## src/rtl/sacrr_pkg.sv

```systemverilog
// ----------------------------------------------------------------------------
// sacrr_pkg
// Shared types, constants and the LFSR step for the random-replacement cache.
// ----------------------------------------------------------------------------
`default_nettype none

package sacrr_pkg;

   // default geometry
   localparam int unsigned DEF_OFFSET_BITS  = 5;
   localparam int unsigned DEF_SET_BITS     = 6;
   localparam int unsigned DEF_WAYS         = 4;
   localparam int unsigned DEF_ADDRESS_BITS = 32;

   // fixed field widths
   localparam int unsigned ADDR_W    = 32;
   localparam int unsigned WAY_OUT_W = 2;
   localparam int unsigned COUNT_W   = 32;
   localparam int unsigned SEED_W    = 16;

   localparam logic [COUNT_W-1:0] COUNT_MAX  = '1;
   localparam logic [SEED_W-1:0]  SEED_RESET = SEED_W'(1);

   typedef logic [SEED_W-1:0] seed_type;

   typedef struct packed {
      logic     load;
      seed_type seed;
      logic     step;
   } lfsr_ctrl_type;

   // fibonacci step for x^16 + x^14 + x^13 + x^11 + 1
   function automatic seed_type lfsr_next(input seed_type l);
      logic fb;
      fb = l[0] ^ l[2] ^ l[3] ^ l[5];
      return {fb, l[SEED_W-1:1]};
   endfunction

endpackage

`default_nettype wire

```

## src/rtl/sacrr_lfsr.sv

```systemverilog
// ----------------------------------------------------------------------------
// sacrr_lfsr
// Replacement LFSR with seed load and the fill way for the next miss.
// ----------------------------------------------------------------------------
`default_nettype none

module sacrr_lfsr #(
   parameter int unsigned WAYS  = sacrr_pkg::DEF_WAYS,
   localparam int unsigned WAY_W = (WAYS > 1) ? $clog2(WAYS) : 1
) (
   input  wire logic                     clock,
   input  wire logic                     reset,
   input  wire sacrr_pkg::lfsr_ctrl_type ctrl,
   output logic [WAY_W-1:0]              fill_way
);

   localparam int unsigned LW    = sacrr_pkg::SEED_W;
   localparam int unsigned SUM_W = $clog2(LW * WAYS);
   localparam int unsigned LUT_N = 1 << SUM_W;

   sacrr_pkg::seed_type lfsr_ff, lfsr_in, lfsr_nx;
   logic [SUM_W-1:0]    bit_weight [LW];
   logic [WAY_W-1:0]    mod_lut [LUT_N];
   logic [SUM_W-1:0]    residue_sum;

   // residue of each bit position, and residue of the folded sum
   for (genvar i = 0; i < LW; i++) begin : g_weight
      assign bit_weight[i] = SUM_W'((1 << i) % WAYS);
   end
   for (genvar j = 0; j < LUT_N; j++) begin : g_lut
      assign mod_lut[j] = WAY_W'(j % WAYS);
   end

   assign lfsr_nx = sacrr_pkg::lfsr_next(lfsr_ff);

   always_comb begin
      residue_sum = '0;
      for (int i = 0; i < LW; i++) begin
         if (lfsr_nx[i]) begin
            residue_sum = SUM_W'(residue_sum + bit_weight[i]);
         end
      end
   end

   assign fill_way = mod_lut[residue_sum];

   always_comb begin
      lfsr_in = lfsr_ff;
      if (ctrl.load) begin
         lfsr_in = (ctrl.seed == '0) ? sacrr_pkg::SEED_RESET : ctrl.seed;
      end else if (ctrl.step) begin
         lfsr_in = lfsr_nx;
      end
   end

   always_ff @(posedge clock) begin
      if (reset) begin
         lfsr_ff <= sacrr_pkg::SEED_RESET;
      end else begin
         lfsr_ff <= lfsr_in;
      end
   end

endmodule

`default_nettype wire

```

## config.mk

```make
export PLATFORM = sky130hd
export DESIGN_NAME = sacrr_lfsr
export DESIGN_NICKNAME = d
export VERILOG_FILES = /design/src/rtl/sacrr_pkg.sv /design/src/rtl/sacrr_lfsr.sv
export SDC_FILE = /design/constraint.sdc
export NUM_CORES = 1
export LEC_CHECK = 0
export BUFFER_PORTS_ARGS = -buffer_cell sky130_fd_sc_hd__clkbuf_2
export CAP_MARGIN = 20
export CORE_MARGIN = 1
export CORE_UTILIZATION = 49
export CTS_BUF_LIST = sky130_fd_sc_hd__clkbuf_4
export DETAILED_ROUTE_END_ITERATION = 10
export HOLD_SLACK_MARGIN = 0.06
export PLACE_DENSITY = 0.79
export RECOVER_POWER = 25
export SLEW_MARGIN = 0
export SYNTH_ARGS = -nofsm -noshare
export SYNTH_HDL_FRONTEND = slang
export SYNTH_SLANG_ARGS = --single-unit
export TNS_END_PERCENT = 1
```

## constraint.sdc

```tcl
create_clock -name clock -period 1.1 [get_ports clock]
set_input_delay 0.22 -clock clock [delete_from_list [all_inputs] [get_ports clock]]
set_output_delay 0.22 -clock clock [all_outputs]
set_load 0.005 [all_outputs]
```

# Word level (Yosys, flattened, before mapping)
# Memories as Yosys holds them, arrays and structs flattened.
# Cells that the tools add are included.
word_totals:
  memories: 1
  ff_bits: 16
  inputBits: 20
  rom_bits: 128
memory_table:
  columns: ["memory", "depth", "word_bits", "read_ports", "rd_ports_with_merged_regs", "write_ports", "line", "rtl"]
  rows:
  - ["(name not given)", 64, 2, 1, 0, 0, "sacrr_lfsr.sv:45", "assign fill_way = mod_lut[residue_sum];"]
op_classes:
  n_addsub: 1
  bitwise_logic: 4
  magnitude_cmp: 1
  reduce_logical: 2
  n_mux: 7
op_table:
  columns: ["op", "count"]
  rows:
  - ["$mux 16", 3]
  - ["$logic_not 16->1", 1]
  - ["$ge 7x7->1 const B", 1]
  - ["$not 6->7", 1]
  - ["$add 6x2->6 const B", 1]
  - ["$mux 6", 1]
  - ["$mux 2", 2]
  - ["$xor 1x1->1", 3]
  - ["$reduce_bool 2->1", 1]
  - ["$mux 1", 1]

# Depth between registers and ports, before layout
# Gate-level depths: netlist of run 1.
logic_depth:
  depth_word: 7
  ltp_mapped: 5

# Worst setup path before layout of run 1
# Ideal clock, no wire load.
synth_timing:
  path_type: "input port to flip-flop"
  startpoint: "input port ctrl[0] (netlist name)"
  endpoint: "register lfsr_ff[11]"
  setup_time_ps: 128
  path_buffers: 2
  required_time_ps: 972
  arrival_ps: 915
  cell_stages: 5
  slack_ps: 58
  path_cell_list: "buf_6 > buf_12 > mux2_4 > mux2i_1 > nor2_1"
synth_between:
  elab_chain_len: 1
synth_rtl:
  columns: ["element", "line", "rtl"]
  rows:
  - ["start: declaration", "sacrr_lfsr.sv:13", "input wire sacrr_pkg::lfsr_ctrl_type ctrl,"]
  - ["$reduce_bool 2->1 (no line)", null, null]
  - ["end signal: assignment", "sacrr_lfsr.sv:58", "lfsr_ff <= sacrr_pkg::SEED_RESET;"]
  - ["end signal: assignment", "sacrr_lfsr.sv:60", "lfsr_ff <= lfsr_in;"]
  - ["end: declaration", "sacrr_lfsr.sv:21", "sacrr_pkg::seed_type lfsr_ff, lfsr_in, lfsr_nx;"]
# Every way passes these cells.
# A chain may end at the register's enable or synchronous reset.

# Final worst setup path of run 1
layout_timing:
  startpoint: "register lfsr_ff[1]"
  endpoint: "output port fill_way[0]"
layout_between:
  elab_chain_len: 7
layout_rtl:
  columns: ["element", "line", "rtl"]
  rows:
  - ["$mux 1 *", "sacrr_lfsr.sv:39", "if (lfsr_nx[i]) begin"]
  - ["$add 6x2->6", "sacrr_lfsr.sv:40", "residue_sum = SUM_W'(residue_sum + bit_weight[i]);"]
  - ["$mux 6 *", "sacrr_lfsr.sv:39", null]
  - ["$not 6->7 (implied by the code) *", "sacrr_lfsr.sv:45", null]
  - ["$mem_v2 64x2 *", null, null]
  - ["$mux 2 (implied by the code) * (2 in a row)", "sacrr_lfsr.sv:45", null]
  - ["end: declaration", "sacrr_lfsr.sv:14", "output logic [WAY_W-1:0] fill_way"]
# Every way passes the cells marked *; elsewhere a longest branch is shown, timed or not. The select of a mux whose other input is x is not followed.

==> results of run 1 <==
==> area by class of cell <==
cell class / instances / area share, %
repair buffers: 26 / 15.1
inverters: 2 / 0.732
flip-flops and latches: 16 / 31.5
clock inverters: 1 / 0.366
well taps: 25 / 3.05
multi-input cells: 57 / 47.1
clock buffers: 3 / 2.20
==> stage by stage <==
step	instance area [um^2]	std cells	setup slack (ps)	util, %
detailed placement	1000	126	-66.1	58.8
finish	1030	130	97.2	60.1
floorplan	888	83	57.6	-
global route	1030	130	21.5	60.1
global placement	1000	126	-22.0	58.8
CTS	1030	130	41.0	60.4
==> power groups by stage <==
stage                     combinational, uW  sequential, uW  clock, uW
final                                   245             645        317
after global routing                    270             651        354
after CTS                               252             645        331
after detailed placement                250             658          0
after global placement                  241             655          0
after floorplan                         188             649          0
==> logic make-up after synthesis <==
| family | synth area share (%) |
|---|---|
| buf+inv | 8.73 |
| simple gates | 11.7 |
| compound gates | 4.08 |
| flops | 36.1 |
| mux | 36.5 |
| xor+xnor | 2.96 |
==> layer usage <==
| metal | GRT usage (%) | vias up | share of wire (%) |
|---|---|---|---|
| met5 | 0 | - | 0 |
| met4 | 5.45 | 0 | 0.82 |
| met3 | 8.57 | 2 | 5.4 |
| met2 | 33.8 | 17 | 49 |
| met1 | 26.8 | 312 | 44 |
| li1 | - | 340 | - |
==> final timing paths <==
path,from,endpoint,cells past startpoint
worst min register to register,lfsr_ff[1],lfsr_ff[0],2
worst max-delay path,lfsr_ff[1],fill_way[0],1
worst max register to register,lfsr_ff[3],lfsr_ff[15],3
worst min-delay path,ctrl[16],lfsr_ff[15],3
==> cells in the final DEF (no fill, tap or decap) <==
| cell type | Yosys | routed |
|---|---|---|
| xor2_1 | 2 | 2 |
| clkbuf_2 | 1 | 21 |
| buf_12 | 1 | 1 |
| dfxtp_1 | 16 | 14 |
| o41ai_1 | 1 | 1 |
| mux2i_1 | 14 | 14 |
| nand4_1 | 1 | 1 |
| nor4_1 | 4 | 4 |
| nor4b_1 | 1 | 1 |
| mux2_4 | 7 | 5 |
| clkinv_1 | 0 | 1 |
| a2111oi_2 | 1 | 1 |
| nor2_1 | 15 | 15 |
| clkbuf_4 | 0 | 3 |
| mux2_1 | 0 | 2 |
| inv_1 | 2 | 2 |
| dfxtp_2 | 0 | 2 |
| buf_4 | 4 | 4 |
| and2b_1 | 1 | 1 |
| a31oi_1 | 2 | 2 |
| mux2_2 | 7 | 7 |
| xnor2_1 | 1 | 1 |
==> tightest hold or removal path: cells and delay by family <==
family	cells	cell delay, ps
buffers and inverters	1	100
AOI/OAI and AO/OA	2	130
==> results.txt, run 1 <==
Clock Path Buffers: 2
switching power: 317 uW
Die Ht: 44.6 um
fill count: 161
Yosys top cell by area: dfxtp_1
Crit path buffers/inverters: 1
Hold Vio Cnt, Final: 0
layout cell share with drive strength beyond 1: 41.9%
Area growth syn-to-layout: 15.5%
setup_tns: 0 ps
Worst Path Arrival: 780 ps
combinational power share: 20.3%
Vias: 671
cell area after synthesis: 888 um^2
first-pass GRT wire length: 2950 um
nets: 126
Die W: 44.6 um
Top Registers: lfsr_ff: 16 flops
reg-to-reg slack, setup: 110 ps
Largest stage delay, worst path: 370 ps
vias in the first global route: 662
setup repair bufs after CTS: 0
CP Cell Sequence: clkbuf_2
Seq/Total Area, Yosys: 36.1%
Root Driver: clkbuf_4
max-slew violations: 0
clock slew at reported path FFs: 90 ps
Setup violations, final: 0
critical path fanouts, max: 3
Top delay family on crit path: flip-flops
syn_nets: 103
clk_skew: 4.06 ps
Worst setup EP type: output port
worst vdd ir: 0.790 mV
initial antenna violation count: 0
Port Buffers: 21
switching share of power: 26.2%
most flop-heavy register: lfsr_ff
crit path kind: flop to output port
core area: 0.00171 mm^2
initial drt markers: 4
final worst path period share: 91.2%
Peak Freq: 997 MHz
status: complete, no violations
drt pass-1 iters: 2
power density over the cells: 1180 mW/mm^2
Worst Hold Class: primary input to flop
yosys warns: 0
total power: 1210 uW
Clock power frac: 26.3%
Yosys reg bits: 16
ys flop type: dfxtp_1
Syn Area/Cell: 10.7 um^2
Die ar.: 0.00199 mm^2
starting density of the core: 52.0%
Slew HR: 78.9%
max reg flops: 16
FF/Latch Area: 323 um^2
clk sink count: 16
CTS HTree Levels: 1
Async SR Flop Fraction: 0%
post-DR vias/cell: 5.16
DP HPWL: 1340 um
post-cts hold buffer count: 0
GRT overflow: 0
Post-synth EDFFs: 0
Req. time, crit path: 880 ps
Post-Route WL: 1700 um
Startpoint Class: flop
IO Pins: 22
Antenna Nets Post-Route: 0
Int Power: 890 uW
Worst-Skew Late Latency: 290 ps
leak pwr: 0.000499 uW
Hold WS: 185 ps
Gate Count Post-Synth: 83
Final Critical Period: 1000 ps
CTS Buf Count: 3
drt wl/cell: 13.1 um
gpl congestion: 0.783
Reg power frac: 53.5%
RSZ-0062 raised after global routing: no
largest net degree at the start of global routing: 19
Antenna diodes: 0
maxcap violations: 0
most frequent cells after synthesis: 16 x dfxtp_1, 15 x nor2_1, 14 x mux2i_1
measured slew at the worst slew-check pin: 313 ps
share of the synthesized area in the top cell type: 36.1%
slowest CP cell: dfxtp_1
top-count cell post-synth: dfxtp_1
Yosys cell types: 20
post-CTS resize count: 0
Synth area leaders: dfxtp_1 36%, mux2i_1 16%, mux2_4 12%, mux2_2 8.9%, nor2_1 6.3%
Multi-input gate area: 483 um^2
row cnt: 15
GRT Total Usage: 21.3%
DRC Markers: 0
CTS tree: done
Note: power is estimated with default switching activity, not from simulation.
==> inputs of run 2 (changes only) <==
CELL_PAD_IN_SITES_DETAIL_PLACEMENT = 0   (was default)
CELL_PAD_IN_SITES_GLOBAL_PLACEMENT = 1   (was default)
CORE_UTILIZATION = 37   (was 49)
PLACE_DENSITY = 0.78   (was 0.79)
==> run 2 against run 1 <==
  * Sequential cell count stayed put
  * Maximum frequency is 3.2% lower
  * Global-route usage is 6.6 points lower
  * Sequential share of layout area is 0.84 points lower
  * Count of clock-buffer cells in the layout stayed put
  * Clock skew hardly changed
  * Combinational power is 4% higher
  * Core utilization is 13 points lower
  * Sequential power hardly changed
  * Worst setup slack worse by 33 ps
  * Die area is 31% higher
  * Wire length is 4.5% lower
==> results.txt, run 2 (synthesis results as in run 1) <==
Worst Path Arrival: 820 ps
combinational power share: 21.2%
clock slew at reported path FFs: 90 ps
Die W: 51 um
vias in the first global route: 653
switching power: 303 uW
Clock Path Buffers: 2
layout cell share with drive strength beyond 1: 43.8%
Multi-input gate area: 498 um^2
total power: 1200 uW
Top Registers: lfsr_ff: 16 flops
leak pwr: 0.000512 uW
switching share of power: 25.3%
Hold Vio Cnt, Final: 0
GRT overflow: 0
starting density of the core: 39.8%
power density over the cells: 1140 mW/mm^2
Worst-Skew Late Latency: 280 ps
most frequent cells in the layout: 21 x clkbuf_2, 16 x dfxtp_1, 15 x nor2_1
Setup violations, final: 0
RSZ-0062 raised after global routing: no
Req. time, crit path: 880 ps
fill count: 215
Reg power frac: 53.7%
Hold WS: 188 ps
CTS Buf Count: 3
most common cell after layout, fill and taps aside: clkbuf_2
Crit path buffers/inverters: 1
critical path fanouts, max: 4
Largest stage delay, worst path: 400 ps
Slew HR: 70.7%
Die Ht: 51 um
drt wl/cell: 12.2 um
max-slew violations: 0
Top delay family on crit path: flip-flops
most flop-heavy register: lfsr_ff
DP HPWL: 1310 um
FF/Latch Area: 320 um^2
Finished Layout Cells: 133
Int Power: 893 uW
initial antenna violation count: 0
Die ar.: 0.00260 mm^2
initial drt markers: 7
core area: 0.00223 mm^2
DRC Markers: 0
CTS tree: done
GRT Total Usage: 14.7%
gpl congestion: 0.794
CP Cell Sequence: clkbuf_2
Antenna diodes: 0
setup ws final: 64.2 ps
slowest CP cell: dfxtp_1
largest net degree at the start of global routing: 12
Clock power frac: 25.1%
Vias: 659
setup repair bufs after CTS: 0
final worst path period share: 94.2%
IO Pins: 22
Worst setup EP type: output port
Worst Hold Class: primary input to flop
first-pass GRT wire length: 2750 um
Antenna Nets Post-Route: 0
measured slew at the worst slew-check pin: 436 ps
nets: 127
cell count after placement: 130
Startpoint Class: flop
Post-Route WL: 1620 um
clk sink count: 16
clk_skew: 3.63 ps
max reg flops: 16
worst vdd ir: 0.636 mV
status: complete, no violations
CTS HTree Levels: 1
maxcap violations: 0
crit path kind: flop to output port
Setup WS pre-CTS: -137 ps
drt pass-1 iters: 4
Peak Freq: 965 MHz
Area growth syn-to-layout: 17.7%
post-DR vias/cell: 4.95
Root Driver: clkbuf_4
row cnt: 17
Port Buffers: 21
Final Critical Period: 1040 ps
## run 2: cell types whose count changed in the layout (fill, tap and decap cells not counted), sizes merged
cell    before  now
clkinv       1    0
buf          5    6
## run 2: worst paths after layout
kind	depth (start not counted)	slack, ps	start	end
max reg2reg	3	100	lfsr_ff[2]	lfsr_ff[15]
min	3	190	ctrl[7]	lfsr_ff[6]
min reg2reg	2	600	lfsr_ff[1]	lfsr_ff[0]
max	1	60	lfsr_ff[2]	fill_way[1]
## run 2: power by group through the flow
stage / clock (uW) / combinational [uW] / sequential, uW
final: 300 / 254 / 642
after global routing: 334 / 279 / 649
after CTS: 315 / 251 / 643
after detailed placement: 0 / 250 / 656
after global placement: 0 / 248 / 656
after floorplan: 0 / 188 / 649
## run 2: per-layer routing
metal | vias to the layer above | share of wire, % | GRT usage (%)
met2 | 20 | 43 | 22.6
met4 | 0 | 2.2 | 9.72
met5 | - | 0 | 0
li1 | 340 | - | -
met3 | 4 | 6.4 | 3.27
met1 | 295 | 48 | 18.3
## run 2: through the flow
| stage | instance area [um^2] | utilization [%] | setup TNS (ps) |
|---|---|---|---|
| 3_5_place_dp | 1020 | 45.5 | -1060 |
| 6_report | 1050 | 46.8 | 0 |
| 3_3_place_gp | 1020 | 45.5 | -720 |
| 4_1_cts | 1040 | 46.5 | 0 |
| 5_1_grt | 1050 | 46.8 | 0 |
| 2_1_floorplan | 888 | - | 0 |
## run 2: final cells by class
type	instances	share of cell area [%]
clock buffers	3	2.15
inverters	2	0.718
multi-input cells	57	47.6
flip-flops and latches	16	30.6
well taps	28	3.35
repair buffers	27	15.6
## run 2: timing repair
| action | in CTS | in global routing |
|---|---|---|
| gates resized for setup | 0 | 1 |
| setup endpoints to repair | 0 | 1 |
| hold buffers | 0 | 0 |
==> inputs of run 3 (changes only) <==
RECOVER_POWER = 50   (was 25)
==> run 3 against run 2 <==
  * Sequential share of layout area increased by 0.22 points
  * First-iteration DRC count unchanged
  * Largest cell class unchanged
  * Clock power about the same
  * Critical path type unchanged
==> results.txt, run 3 (synthesis results as in run 1) <==
GRT Total Usage: 14.7%
Worst Hold Class: primary input to flop
CTS Buf Count: 3
Multi-input gate area: 490 um^2
slowest CP cell: dfxtp_1
Clock Path Buffers: 2
gpl congestion: 0.794
Post-DP Area: 0.00102 mm^2
nets: 127
Vias: 659
layout cell share with drive strength beyond 1: 41.9%
max reg flops: 16
starting density of the core: 39.8%
reg-to-reg critical path startpoint: lfsr_ff[2]
post-cts hold buffer count: 0
Die W: 51 um
RSZ-0062 raised after global routing: no
drt pass-1 iters: 3
most flop-heavy register: lfsr_ff
maxcap violations: 0
DRC Markers: 0
Hold EP: lfsr_ff[6]
measured slew at the worst slew-check pin: 434 ps
Root Driver: clkbuf_4
clock slew at reported path FFs: 90 ps
CTS tree: done
Startpoint Class: flop
Worst Path Arrival: 820 ps
final instance area: 0.00104 mm^2
GRT overflow: 0
worst-case reg-to-reg path depth: 3
initial drt markers: 7
clk_skew: 3.02 ps
Antenna Nets Post-Route: 0
Finished Layout Cells: 133
clk sink count: 16
Hold Vio Cnt, Final: 0
status: complete, no violations
DP HPWL: 1310 um
largest net degree at the start of global routing: 12
CP Cell Sequence: clkbuf_2
Area growth syn-to-layout: 16.9%
worst vdd ir: 0.636 mV
Antenna diodes: 0
fill count: 219
Die ar.: 0.00260 mm^2
final worst path period share: 94.2%
first-pass GRT wire length: 2750 um
Peak Freq: 965 MHz
most common cell after layout, fill and taps aside: clkbuf_2
Req. time, crit path: 880 ps
row cnt: 17
post-DR vias/cell: 4.95
Worst-Skew Late Latency: 280 ps
power density over the cells: 1150 mW/mm^2
Largest stage delay, worst path: 400 ps
Post-Route WL: 1630 um
drt wl/cell: 12.3 um
Setup WS pre-CTS: -137 ps
IO Pins: 22
Top delay family on crit path: flip-flops
cell count after placement: 130
Top Registers: lfsr_ff: 16 flops
reg-to-reg slack, setup: 100 ps
Final Critical Period: 1040 ps
most frequent cells in the layout: 21 x clkbuf_2, 16 x dfxtp_1, 15 x nor2_1
initial antenna violation count: 0
setup repair bufs after CTS: 0
FF/Latch Area: 320 um^2
crit path kind: flop to output port
Reg2Reg Capture Point: lfsr_ff[15]
vias in the first global route: 653
Worst setup EP type: output port
Port Buffers: 21
min-delay src: ctrl[7]
Crit path buffers/inverters: 1
core area: 0.00223 mm^2
Setup violations, final: 0
hold depth: 3
Die Ht: 51 um
leak pwr: 0.000507 uW
CTS HTree Levels: 1
critical path fanouts, max: 4
setup ws final: 64.2 ps
Worst Setup SP: lfsr_ff[2]
max-slew violations: 0
Slew HR: 70.8%
[run 3: area by class of cell]
type / count / area share, %
Sequential cell: 16 / 30.8
Timing Repair Buffer: 27 / 15.7
Inverter: 2 / 0.723
Clock buffer: 3 / 2.17
Multi-Input combinational cell: 57 / 47.2
Tap cell: 28 / 3.37
[run 3: timing repair]
action,4_1_cts,5_1_grt
gates resized for setup,0,1
hold endpoints to repair,0,0
endpoints found under the setup margin,0,1
[run 3: power breakdown]
group	internal (uW)	leakage, uW	total (uW)	switching [uW]
logic	142	0.000361	249	107
clock network	127	0.0000138	301	174
registers	619	0.000132	642	22.8
[run 3: how the worst max path moves through the flow]
stage	cells past startpoint	to	slack [ps]
after floorplan	5	lfsr_ff[11]	60
after global placement	5	lfsr_ff[9]	-90
after detailed placement	5	lfsr_ff[10]	-140
after CTS	1	fill_way[1]	50
after global routing	3	lfsr_ff[15]	9
final	1	fill_way[1]	60
[run 3: through the flow]
stage / util (%) / power, uW / hold slack, ps / TNS (ps)
floorplan: - / 837 / 355 / 0
global placement: 45.5 / 904 / 472 / -720
detailed placement: 45.5 / 906 / 480 / -1060
CTS: 46.5 / 1210 / 178 / 0
global route: 46.5 / 1260 / 204 / 0
finish: 46.5 / 1190 / 187 / 0
[run 3: layer usage]
layer / global-route usage (%) / part of all wire [%] / vias up / routed length [um]
li1: - / - / 340 / -
met1: 18.3 / 49 / 295 / 798
met2: 22.6 / 43 / 20 / 697
met3: 3.27 / 6.3 / 4 / 103
met4: 9.72 / 2.1 / 0 / 35
met5: 0 / 0 / - / 0
