===== src/rtl/sacrr_ram.sv =====
// ----------------------------------------------------------------------------
// sacrr_ram
// Generic single-write, single-read RAM with registered read data.
// ----------------------------------------------------------------------------
`default_nettype none

module sacrr_ram #(
   parameter int unsigned DATA_W = 8,
   parameter int unsigned DEPTH  = 64,
   localparam int unsigned AW    = (DEPTH > 1) ? $clog2(DEPTH) : 1
) (
   input  wire logic              clock,
   input  wire logic              wr_en,
   input  wire logic [AW-1:0]     wr_addr,
   input  wire logic [DATA_W-1:0] wr_data,
   input  wire logic              rd_en,
   input  wire logic [AW-1:0]     rd_addr,
   output logic      [DATA_W-1:0] rd_data
);

   logic [DATA_W-1:0] mem_ff [DEPTH];
   logic [DATA_W-1:0] rdata_ff;

   // read returns the old contents on a same-address write
   always_ff @(posedge clock) begin
      if (wr_en) begin
         mem_ff[wr_addr] <= wr_data;
      end
      if (rd_en) begin
         rdata_ff <= mem_ff[rd_addr];
      end
   end

   assign rd_data = rdata_ff;

endmodule

`default_nettype wire


===== config.mk =====
export PLATFORM = sky130hd
export DESIGN_NAME = sacrr_ram
export DESIGN_NICKNAME = d
export VERILOG_FILES = /design/src/rtl/sacrr_ram.sv
export SDC_FILE = /design/constraint.sdc
export NUM_CORES = 1
export LEC_CHECK = 0
export BUFFER_PORTS_ARGS = -buffer_cell sky130_fd_sc_hd__buf_2
export CAP_MARGIN = 10
export CORE_MARGIN = 2
export CORE_UTILIZATION = 30
export DETAILED_ROUTE_END_ITERATION = 8
export GPL_TIMING_DRIVEN = 1
export PLACE_DENSITY = 0.44
export SYNTH_ARGS = -nofsm -noshare
export SYNTH_HDL_FRONTEND = slang
export SYNTH_SLANG_ARGS = --single-unit

===== constraint.sdc =====
create_clock -name clock -period 2.6 [get_ports clock]
set_clock_uncertainty 0.15 [all_clocks]
set_input_delay 0.39 -clock clock [delete_from_list [all_inputs] [get_ports clock]]
set_output_delay 0.39 -clock clock [all_outputs]
set_load 0.1 [all_outputs]

## Yosys cells after proc, flatten, opt, wreduce, memory -nomap -nowiden

Memories as Yosys holds them, arrays and structs flattened. A register that Yosys moved wholly into a read port is not among the register bits.
Index checks and enable logic that the tools add are counted.

| storage, ports and cells | value |
|---|---|
| RAM bits | 512 |
| memories kept | 1 |
| bits in registers | 0 |

| operators by class | value |
|---|---|
| muxes and demuxes | 2 |

Memories:

| name | depth | width | rd ports | clocked after memory_dff | write ports | RTL line | source |
|---|---|---|---|---|---|---|---|
| mem_ff | 64 | 8 | 1 | 1 | 1 | 21 | `logic [DATA_W-1:0] mem_ff [DEPTH];` |

Operator list:

| cell | count |
|---|---|
| 1-bit two-way mux | 2 |

## Logic depth before layout (Yosys ltp)

Gate-level depths: netlist of run 1.

| logic depth | value |
|---|---|
| depth in word-level cells | 2 |
| mapped depth | 9 |
| gate-level depth less buffers | 5 |

## Worst setup path after synthesis of run 1

No wires, ideal clock.

| timing path | value |
|---|---|
| path kind | in2reg |
| start | in rd_addr[1] |
| end | reg rdata_ff[3], in the netlist rd_data[3] (read register of mem_ff) (data pin) |
| required time | 2.184 ns |
| arrival | 1.930 ns |
| stages | 7 |
| slack | 0.254 ns |
| setup time | 0.266 ns |
| path through | buf_4 > buf_2 > buf_2 > mux4_2 > mux4_2 > o21ai_1 > o41ai_1 |

RTL lines:

| item | RTL line | source |
|---|---|---|
| from (decl) | 17 | `input wire logic [AW-1:0] rd_addr,` |
| to (decl) | 22 | `logic [DATA_W-1:0] rdata_ff;` |

==> impl_summary.txt, run 1 <==
----------------------------------------------------
[Clocking]
  Reg clk slew, reported paths ... 0.06 ns
  Source-to-sink clock delay at the later pin of the worst-skew pair ... approximately 0.6 ns
  Inserted Clock Buffers ... 54
  Cells resized by post-CTS repair ... 0
  Clock H-tree levels ... 2
  CTS Root Buffer Type ... sky130_fd_sc_hd__clkbuf_16
  CTS tree ... yes
  Clock tree buffer depth ... 3
  Number of clock sinks ... 520

[Drt]
  DR vias/cell ... 4.80
  Routed Antenna Nets ... 0
  Detailed-route wire length per cell ... about 25 um
  Sum of routed wire length over all layers ... ~51,000 um
  Overall via count from detail_route ... roughly 9,900
  Total iterations of the first detailed-routing run ... 5
  DRC marker count from the first detailed-route iteration ... around 730
  Remaining DRCs ... 0

[Power]
  Highest ir drop seen on vdd ... roughly 0.00046 V
  Leakage component of the power ... around 7.9 nW
  PnR Total Power ... 0.0179 W
  Power per Cell Area ... between 700 and 800 mW/mm2

[Worst hold path]
  Start point of the worst hold path ... wr_data[4]
  End point of the worst hold path ... mem_ff[60][4]$_DFFE_PP_
  Hold Crit Depth ... 2
  Path type of the worst min-delay path ... in -> reg

[Synth]
  Synthesized area per cell ... 21.5 um2
  Cells after Synth ... 940
  Top cells by area in the synthesized netlist ... sky130_fd_sc_hd__edfxtp_1 77%, sky130_fd_sc_hd__mux4_2 14%, sky130_fd_sc_hd__nor2_1 1.5%
  Register bit total from synthesis ... 520
  Cell with the most instances after synthesis ... sky130_fd_sc_hd__edfxtp_1
  Commonest cells post-synth ... 520 x sky130_fd_sc_hd__edfxtp_1, 126 x sky130_fd_sc_hd__mux4_2, 83 x sky130_fd_sc_hd__nor2_1, 23 x sky130_fd_sc_hd__mux2i_1, 19 x sky130_fd_sc_hd__nand2_1
  Yosys top cell by area ... sky130_fd_sc_hd__edfxtp_1
  Top-area cell type share of the netlist area ... 77.1%
  Library cells used by synthesis ... 39
  Async SR Flop Fraction ... 0%
  Most used flip-flop cell after synthesis ... sky130_fd_sc_hd__edfxtp_1
  Synthesized netlist net count ... 963
  Post-synthesis instance area ... 0.0202 mm2
  EDFF count, synth ... 520
  Post-synthesis sequential area ratio ... 77.1%
  Number of warnings printed during yosys synthesis ... 0

[GRT]
  Initial antenna violation count ... 3
  Wire length of the first global-routing pass ... ~74,000 um
  Pin count of the biggest net entering global routing ... 65
  Via count of the first global-routing pass ... 10,496
  Gr usage total ... approximately 15%
  Final global-route overflow total ... 0

[Setup path]
  Worst r2r dst ... rd_data[6]$_DFFE_PP_
  Required time worst endpoint ... between 2 and 3 ns
  Cell count of the worst reg-to-reg path ... 6
  Maximum fanout along the worst path ... 1
  Crit path DAT ... roughly 2.5 ns
  Reg2Reg Setup Slack ... 0.22 ns
  Kind of critical path ... reg -> reg
  Launch instance of the worst register-to-register path ... mem_ff[20][6]$_DFFE_PP_
  Critical Path Source Type ... flip-flop
  Kind of end point of the critical path ... flip-flop

[STA]
  Number of hold-slack violations in the final timing report ... 0
  Period Utilization, post-route ... just over 90%
  Pins Over Slew Limit ... 0
  Minimum period implied by the final worst setup slack ... 2.38 ns
  Number of failing setup endpoints in the final timing report ... 0
  RSZ-0062 raised after global routing ... no
  Relative slew slack ... about half
  TNS Setup ... 0 ns
  Achievable Freq ... 0.419 GHz
  Transition time at the pin with the least slew margin ... approximately 0.77 ns

[Placement]
  I/O Buffers ... 30
  Final GP Congestion ... 0.740
  HPWL Detailed ... 33,700 um

[Floorplanning]
  Die Ht ... roughly 260 um
  Starting density of the core ... 30.2%
  Die Area ... 0.0696 mm2
  Chip width ... ~260 um
  I/O pin total ... 31
  Site row count ... between 90 and 100
  Core footprint ... 0.0670 mm2

[Run]
  Max cap viols ... 0

[Layout]
  Fraction of final layout cells with drive strength greater than 1 ... between 30% and 40%
  Nets ... 1,175
  Layout area overhead ... 20.7%

[Outcome]
  Run status ... finished clean

----------------------------------------------------
-- placed cells by master, fill, tap and decap left out, types with 8 or more instances in the layout --
cell type / instances
sky130_fd_sc_hd__buf_2: 27
sky130_fd_sc_hd__mux2i_1: 23
sky130_fd_sc_hd__clkinv_2: 11
sky130_fd_sc_hd__o221ai_1: 8
sky130_fd_sc_hd__clkbuf_16: 57
sky130_fd_sc_hd__nand2_1: 19
sky130_fd_sc_hd__nor2_1: 83
sky130_fd_sc_hd__edfxtp_1: 520
sky130_fd_sc_hd__clkbuf_1: 8
sky130_fd_sc_hd__nor2b_1: 14
sky130_fd_sc_hd__mux2_2: 13
sky130_fd_sc_hd__buf_12: 17
sky130_fd_sc_hd__mux4_2: 126
sky130_fd_sc_hd__buf_4: 161
sky130_fd_sc_hd__nand3_1: 13
sky130_fd_sc_hd__o22ai_1: 8
sky130_fd_sc_hd__clkinv_1: 15
-- worst max-delay path, stage by stage, from the launching register on --
cell and delay, ns:
sky130_fd_sc_hd__edfxtp_1 0.37, sky130_fd_sc_hd__mux4_2 0.47, sky130_fd_sc_hd__mux2_2 0.31, sky130_fd_sc_hd__o221a_2 0.29, sky130_fd_sc_hd__nor3_1 0.18, sky130_fd_sc_hd__buf_4 0.15, sky130_fd_sc_hd__o32ai_1 0.17
-- per-layer routing --
metal	global-route usage (%)	up-vias	share of wire (%)
li1	-	4367	-
met1	20.7	5294	46
met2	23.7	175	48
met3	2.29	71	3.8
met4	4.90	2	2.4
met5	0	-	0.022
-- worst max-delay path by stage --
stage | startpoint | endpoint | slack, ns | cells past startpoint
detailed placement | rd_addr[0] | rd_data[7]$_DFFE_PP_ | -0.27 | 7
floorplan | rd_addr[1] | rd_data[3]$_DFFE_PP_ | 0.25 | 7
global placement | rd_addr[0] | rd_data[7]$_DFFE_PP_ | -0.31 | 7
finish | mem_ff[20][6]$_DFFE_PP_ | rd_data[6]$_DFFE_PP_ | 0.22 | 6
CTS | mem_ff[20][6]$_DFFE_PP_ | rd_data[6]$_DFFE_PP_ | 0.25 | 6
global route | mem_ff[28][6]$_DFFE_PP_ | rd_data[6]$_DFFE_PP_ | 0.16 | 6
-- report_power, final --
| part | internal (W) | switching (W) | total, W | leakage [nW] |
|---|---|---|---|---|
| combinational | 0.000430 | 0.000655 | 0.00109 | 2.38 |
| sequential | 0.00930 | 0.0000253 | 0.00932 | 4.69 |
| clock | 0.00434 | 0.00310 | 0.00744 | 0.835 |
| total | 0.0141 | 0.00379 | 0.0179 | 7.90 |
-- state kept, by name (all words and copies together) (netlist names) --
register and flops:
mem_ff 512, rd_data 8
-- logic make-up (layout without fill, tap and decap cells) --
kind of cell           count (synthesis)  count (layout)  synth area share, %
buffers and inverters                 51             303                 1.56
other                                  0               1                    0
AOI/OAI and AO/OA                     54              54                 2.06
and+or+nand+nor                      153             153                 3.37
DFF                                  520             520                 77.1
muxes                                162             162                 15.9
-- stage by stage --
step	instance area [um2]	hold slack [ns]	instances	setup slack, ns	util [%]
3_3_place_gp	22700	0.636	1968	-0.311	33.9
2_1_floorplan	20200	0.339	940	0.254	-
5_1_grt	24400	0.160	2066	0.155	36.4
3_5_place_dp	22700	0.633	1968	-0.275	33.9
6_report	24400	0.160	2066	0.216	36.4
4_1_cts	24400	0.137	2065	0.255	36.4
-- area by class of cell --
class,count,area [um2]
sequential,520,15600
tap,873,1090
antenna,1,2.50
fill,6238,42600
multi-input combinational,369,4320
clock buffer,65,1460
clock inverter,31,239
timing repair buffer,207,1710
-- timing repair --
item / 4_1_cts / 5_1_grt
hold buffers: 1 / 0
setup buffers: 0 / 0
endpoints found under the hold margin: 1 / 0
Note: power is estimated with default switching activity, not from simulation.
==> inputs of run 2 (changes only) <==
CORE_ASPECT_RATIO = 1.75   (was unset)
==> impl_summary.txt, run 2 (synthesis results as in run 1) <==
----------------------------------------------------
[Outcome]
  Run status ... finished clean

[Setup path]
  Launch instance of the worst register-to-register path ... mem_ff[20][4]$_DFFE_PP_
  Required time worst endpoint ... 2.77 ns
  Maximum fanout along the worst path ... 1
  Cell count of the worst reg-to-reg path ... 5
  Worst r2r dst ... rd_data[4]$_DFFE_PP_
  Critical Path Source Type ... flip-flop
  Ordered cell list for the critical path ... mux4_2 > mux2_2 > o221a_2 > nor3_1 > o32ai_1
  Reg2Reg Setup Slack ... between 0.2 and 0.3 ns
  Kind of end point of the critical path ... flip-flop
  Worst path slowest cell ... sky130_fd_sc_hd__mux4_2
  Kind of critical path ... reg -> reg
  Delay contributed by the slowest stage of the critical path ... between 0.4 and 0.5 ns
  Crit path DAT ... 2.48 ns

[Drt]
  Total iterations of the first detailed-routing run ... 5
  Remaining DRCs ... 0
  Routed Antenna Nets ... 0
  Sum of routed wire length over all layers ... around 53,000 um
  DR vias/cell ... 4.77
  Overall via count from detail_route ... 9,785
  Detailed-route wire length per cell ... approximately 26 um
  DRC marker count from the first detailed-route iteration ... 663

[GRT]
  Initial antenna violation count ... 1
  Final global-route overflow total ... 0
  Via count of the first global-routing pass ... 10,733
  Routing usage on met2 ... 29.9%
  Layer with the highest usage after global routing ... met2
  Fraction of met1 tracks used by global routing ... 17.3%
  Met3 Usage GRT ... 1.71%
  Pin count of the biggest net entering global routing ... 65
  Gr usage total ... 15.4%
  Wire length of the first global-routing pass ... 76,900 um

[Floorplanning]
  Core footprint ... 0.0672 mm2
  Die Ht ... between 300 and 400 um
  Site row count ... about 130
  Die Area ... roughly 0.070 mm2
  Starting density of the core ... 30.1%
  Chip width ... 200 um
  I/O pin total ... 31

[STA]
  Minimum period implied by the final worst setup slack ... 2.31 ns
  Final setup slack of the worst path ... 0.287 ns
  Period Utilization, post-route ... 89.0%
  Relative slew slack ... 47.0%
  Number of failing setup endpoints in the final timing report ... 0
  Number of hold-slack violations in the final timing report ... 0
  Pins Over Slew Limit ... 0
  RSZ-0062 raised after global routing ... no
  Transition time at the pin with the least slew margin ... 0.795 ns
  Achievable Freq ... 0.432 GHz

[Placement]
  Final GP Congestion ... 0.749
  Placed cell areas ... 0.0226 mm2
  HPWL Detailed ... roughly 36,000 um
  I/O Buffers ... 30
  Worst Setup Slack post-DPL ... -0.247 ns

[Layout]
  Number of antenna repair diodes ... 0
  Largest register FFs ... 512
  Leading cell types in the layout, fill and taps excluded ... 520 x sky130_fd_sc_hd__edfxtp_1, 138 x sky130_fd_sc_hd__buf_4, 126 x sky130_fd_sc_hd__mux4_2
  Nets ... 1,147
  Fraction of final layout cells with drive strength greater than 1 ... 34.0%
  Layout area overhead ... 19.1%
  Final non-filler cell area ... 0.0241 mm2
  Fraction of the core area covered by cells at the end of the flow ... 35.9%
  Biggest register ... mem_ff
  Most common library cell in the layout ignoring fill and taps ... sky130_fd_sc_hd__edfxtp_1

[Clocking]
  Post-CTS setup buffer count ... 0
  CTS Root Buffer Type ... sky130_fd_sc_hd__clkbuf_16
  Clock H-tree levels ... 2
  Reg clk slew, reported paths ... 0.07 ns
  Number of clock sinks ... 520
  Source-to-sink clock delay at the later pin of the worst-skew pair ... 0.58 ns
  CTS tree ... yes
  Clock tree buffer depth ... 3
  Inserted Clock Buffers ... 48
  Hold-fix buffers, CTS ... 0
  Cells resized by post-CTS repair ... 0

[Power]
  Power per Cell Area ... 717 mW/mm2
  Highest ir drop seen on vdd ... around 0.0004 V
  Leakage component of the power ... 7.70 nW

[Run]
  Max cap viols ... 0

[Worst hold path]
  Hold Crit Depth ... 1
  End point of the worst hold path ... rd_data[1]$_DFFE_PP_
  Start point of the worst hold path ... rd_en
  Path type of the worst min-delay path ... in -> reg

----------------------------------------------------
-- run 2: per-stage QoR --
stage                     setup TNS (ns)  power [W]  hold slack, ns  cells
after floorplan                        0     0.0101           0.339    940
after global placement             -1.42     0.0106           0.643   1970
after detailed placement           -1.48     0.0106           0.642   1970
after CTS                              0     0.0175          0.0296   2053
after global routing                   0     0.0178          0.0306   2053
final                                  0     0.0173          0.0526   2053
-- run 2: metal layers --
| layer | share of wire [%] | vias to the layer above |
|---|---|---|
| met2 | 56 | 165 |
| li1 | - | 4293 |
| met3 | 2.5 | 72 |
| met1 | 38 | 5253 |
| met4 | 3.2 | 2 |
| met5 | 0.013 | - |
-- run 2: worst max-delay path: cells and delay by family (launching register included) --
| family | cells | cell delay, ns |
|---|---|---|
| muxes | 2 | 0.76 |
| and+or+nand+nor | 1 | 0.33 |
| AOI/OAI and AO/OA | 2 | 0.44 |
| DFF | 1 | 0.38 |
-- run 2: cell type report --
| class | count | area [um2] |
|---|---|---|
| Clock buffer | 58 | 1260 |
| Clock inverter | 25 | 229 |
| Fill cell | 6302 | 43100 |
| Multi-Input combinational cell | 369 | 4320 |
| Sequential cell | 520 | 15600 |
| Tap cell | 896 | 1120 |
| Timing Repair Buffer | 185 | 1570 |
-- run 2: power breakdown --
part	leakage (nW)	switching (W)	internal, W
clock	0.730	0.00304	0.00384
combinational	2.28	0.000670	0.000420
sequential	4.69	0.0000230	0.00929
total	7.70	0.00373	0.0135
-- run 2: worst max-delay path by stage --
stage | startpoint | slack (ns) | end
finish | mem_ff[20][4]$_DFFE_PP_ | 0.29 | rd_data[4]$_DFFE_PP_
global placement | rd_addr[0] | -0.24 | rd_data[4]$_DFFE_PP_
global route | mem_ff[20][4]$_DFFE_PP_ | 0.25 | rd_data[4]$_DFFE_PP_
CTS | mem_ff[2][0]$_DFFE_PP_ | 0.28 | rd_data[0]$_DFFE_PP_
floorplan | rd_addr[1] | 0.25 | rd_data[3]$_DFFE_PP_
detailed placement | rd_addr[0] | -0.25 | rd_data[4]$_DFFE_PP_
==> inputs of run 3 (changes only) <==
==> constraint.sdc (replaced) <==
create_clock -name clock -period 2.6 [get_ports clock]
set_clock_uncertainty 0.15 [all_clocks]
set_input_delay 0.52 -clock clock [delete_from_list [all_inputs] [get_ports clock]]
set_output_delay 0.52 -clock clock [all_outputs]
set_load 0.1 [all_outputs]
==> impl_summary.txt, run 3 (synthesis results as in run 1) <==
----------------------------------------------------
[Outcome]
  Run status ... finished clean

[Layout]
  Leading cell types in the layout, fill and taps excluded ... 520 x sky130_fd_sc_hd__edfxtp_1, 151 x sky130_fd_sc_hd__buf_4, 126 x sky130_fd_sc_hd__mux4_2
  Biggest register ... mem_ff
  Layout area overhead ... 19.5%
  Fraction of final layout cells with drive strength greater than 1 ... 34.6%
  Largest register FFs ... 512
  Nets ... 1,160
  Final standard cell count with taps included and fillers excluded ... 2,065
  Fraction of the core area covered by cells at the end of the flow ... 36.0%
  Number of antenna repair diodes ... 0
  Most common library cell in the layout ignoring fill and taps ... sky130_fd_sc_hd__edfxtp_1
  FILL cells ... 6,289

[Placement]
  HPWL Detailed ... 37,700 um
  Final GP Congestion ... 0.777
  Total placed cells including tap cells ... 1,983
  I/O Buffers ... 30
  Worst Setup Slack post-DPL ... -0.470 ns

[STA]
  Achievable Freq ... 0.412 GHz
  Number of failing setup endpoints in the final timing report ... 0
  RSZ-0062 raised after global routing ... no
  TNS Setup ... 0 ns
  Minimum period implied by the final worst setup slack ... 2.43 ns
  Period Utilization, post-route ... between 90 and 100%
  Number of hold-slack violations in the final timing report ... 0
  Relative slew slack ... around 50%
  Transition time at the pin with the least slew margin ... ~0.74 ns
  Pins Over Slew Limit ... 0
  Final setup slack of the worst path ... between 0.15 and 0.2 ns

[Drt]
  DR vias/cell ... ~4.8
  Detailed-route wire length per cell ... 26.6 um
  Overall via count from detail_route ... 9,850
  Total iterations of the first detailed-routing run ... 5
  DRC marker count from the first detailed-route iteration ... roughly 740
  Sum of routed wire length over all layers ... 54,900 um
  Remaining DRCs ... 0
  Routed Antenna Nets ... 0

[Floorplanning]
  Site row count ... 126
  Die Area ... ~0.070 mm2
  Chip width ... 200 um
  Core footprint ... 0.0672 mm2
  Starting density of the core ... between 30% and 40%
  I/O pin total ... 31
  Die Ht ... approximately 350 um

[Clocking]
  Clock H-tree levels ... 2
  Inserted Clock Buffers ... 48
  Number of clock sinks ... 520
  Hold-fix buffers, CTS ... 0
  Post-CTS setup buffer count ... 0
  Cells resized by post-CTS repair ... 0
  Reg clk slew, reported paths ... 0.07 ns
  CTS tree ... yes
  CTS Root Buffer Type ... sky130_fd_sc_hd__clkbuf_16
  Clock tree buffer depth ... 3
  Source-to-sink clock delay at the later pin of the worst-skew pair ... 0.58 ns

[Setup path]
  Maximum fanout along the worst path ... 24
  Kind of end point of the critical path ... flip-flop
  Crit path DAT ... 2.59 ns
  Critical Path Source Type ... primary input
  Kind of critical path ... in -> reg
  Required time worst endpoint ... 2.77 ns

[GRT]
  Final global-route overflow total ... 0
  Gr usage total ... 15.9%
  Via count of the first global-routing pass ... 10,854
  Initial antenna violation count ... 0
  Wire length of the first global-routing pass ... 78,900 um
  Pin count of the biggest net entering global routing ... 65

[Power]
  Switching power ... around 0.0038 W
  Internal ... 0.0136 W
  Power per Cell Area ... 716 mW/mm2
  PnR Total Power ... 0.0173 W
  Highest ir drop seen on vdd ... 0.000441 V
  Sw Ratio ... 21.8%
  Clock Power Share ... 39.8%
  Share of total power in sequential cells ... between 50% and 60%
  Leakage component of the power ... 7.77 nW
  Portion of total power attributed to combinational logic ... 6.4%

[Worst hold path]
  Path type of the worst min-delay path ... in -> reg

[Run]
  Max cap viols ... 0

----------------------------------------------------
[run 3: cell count changes in the layout (fill, tap and decap cells not counted)]
cell	before	now
sky130_fd_sc_hd__buf_4	138	151
sky130_fd_sc_hd__clkinv_1	7	9
sky130_fd_sc_hd__clkbuf_1	9	7
sky130_fd_sc_hd__inv_6	0	1
sky130_fd_sc_hd__inv_8	0	1
sky130_fd_sc_hd__clkinv_4	2	1
sky130_fd_sc_hd__clkinvlp_4	2	0
[run 3: worst max-delay path: stages]
cell and delay [ns]:
sky130_fd_sc_hd__clkbuf_8 0.25, sky130_fd_sc_hd__buf_12 0.27, sky130_fd_sc_hd__mux4_2 0.54, sky130_fd_sc_hd__mux4_2 0.51
sky130_fd_sc_hd__o21ai_0 0.37, sky130_fd_sc_hd__nand2_1 0.11
[run 3: power groups by stage]
stage | clock network, W | registers [W] | logic, W
after floorplan | 0 | 0.00957 | 0.000495
after global placement | 0 | 0.00950 | 0.00113
after detailed placement | 0 | 0.00950 | 0.00114
after CTS | 0.00710 | 0.00932 | 0.00114
after global routing | 0.00737 | 0.00931 | 0.00118
final | 0.00690 | 0.00932 | 0.00111
[run 3: metal layers]
layer | vias up | wire, um | GRT usage, %
li1 | 4314 | - | -
met1 | 5295 | 20100 | 17.3
met2 | 177 | 31600 | 31.6
met3 | 64 | 1420 | 1.71
met4 | 0 | 1860 | 5.84
met5 | - | 0 | 0
[run 3: metrics by stage]
step	hold WS [ns]	instance area, um2
floorplan	0.469	20200
global placement	0.740	22700
detailed placement	0.746	22700
CTS	0.148	24200
global route	0.161	24200
finish	0.181	24200
[run 3: final cells by class]
cell class	count	area [um2]	share of cell area, %
tap	896	1120	4.63
clock inverter	26	233	0.962
sequential	520	15600	64.5
clock buffer	56	1250	5.18
multi-input combinational	369	4320	17.8
timing repair buffer	198	1660	6.87
[run 3: path summary, 6_finish.rpt]
check | slack, ns | endpoint | from | depth (start not counted)
hold reg to reg | 0.75 | rd_data[1]$_DFFE_PP_ | mem_ff[19][1]$_DFFE_PP_ | 4
setup / recovery | 0.17 | rd_data[7]$_DFFE_PP_ | rd_addr[0] | 6
hold / removal | 0.18 | rd_data[4]$_DFFE_PP_ | rd_en | 1
setup reg to reg | 0.28 | rd_data[0]$_DFFE_PP_ | mem_ff[15][0]$_DFFE_PP_ | 5
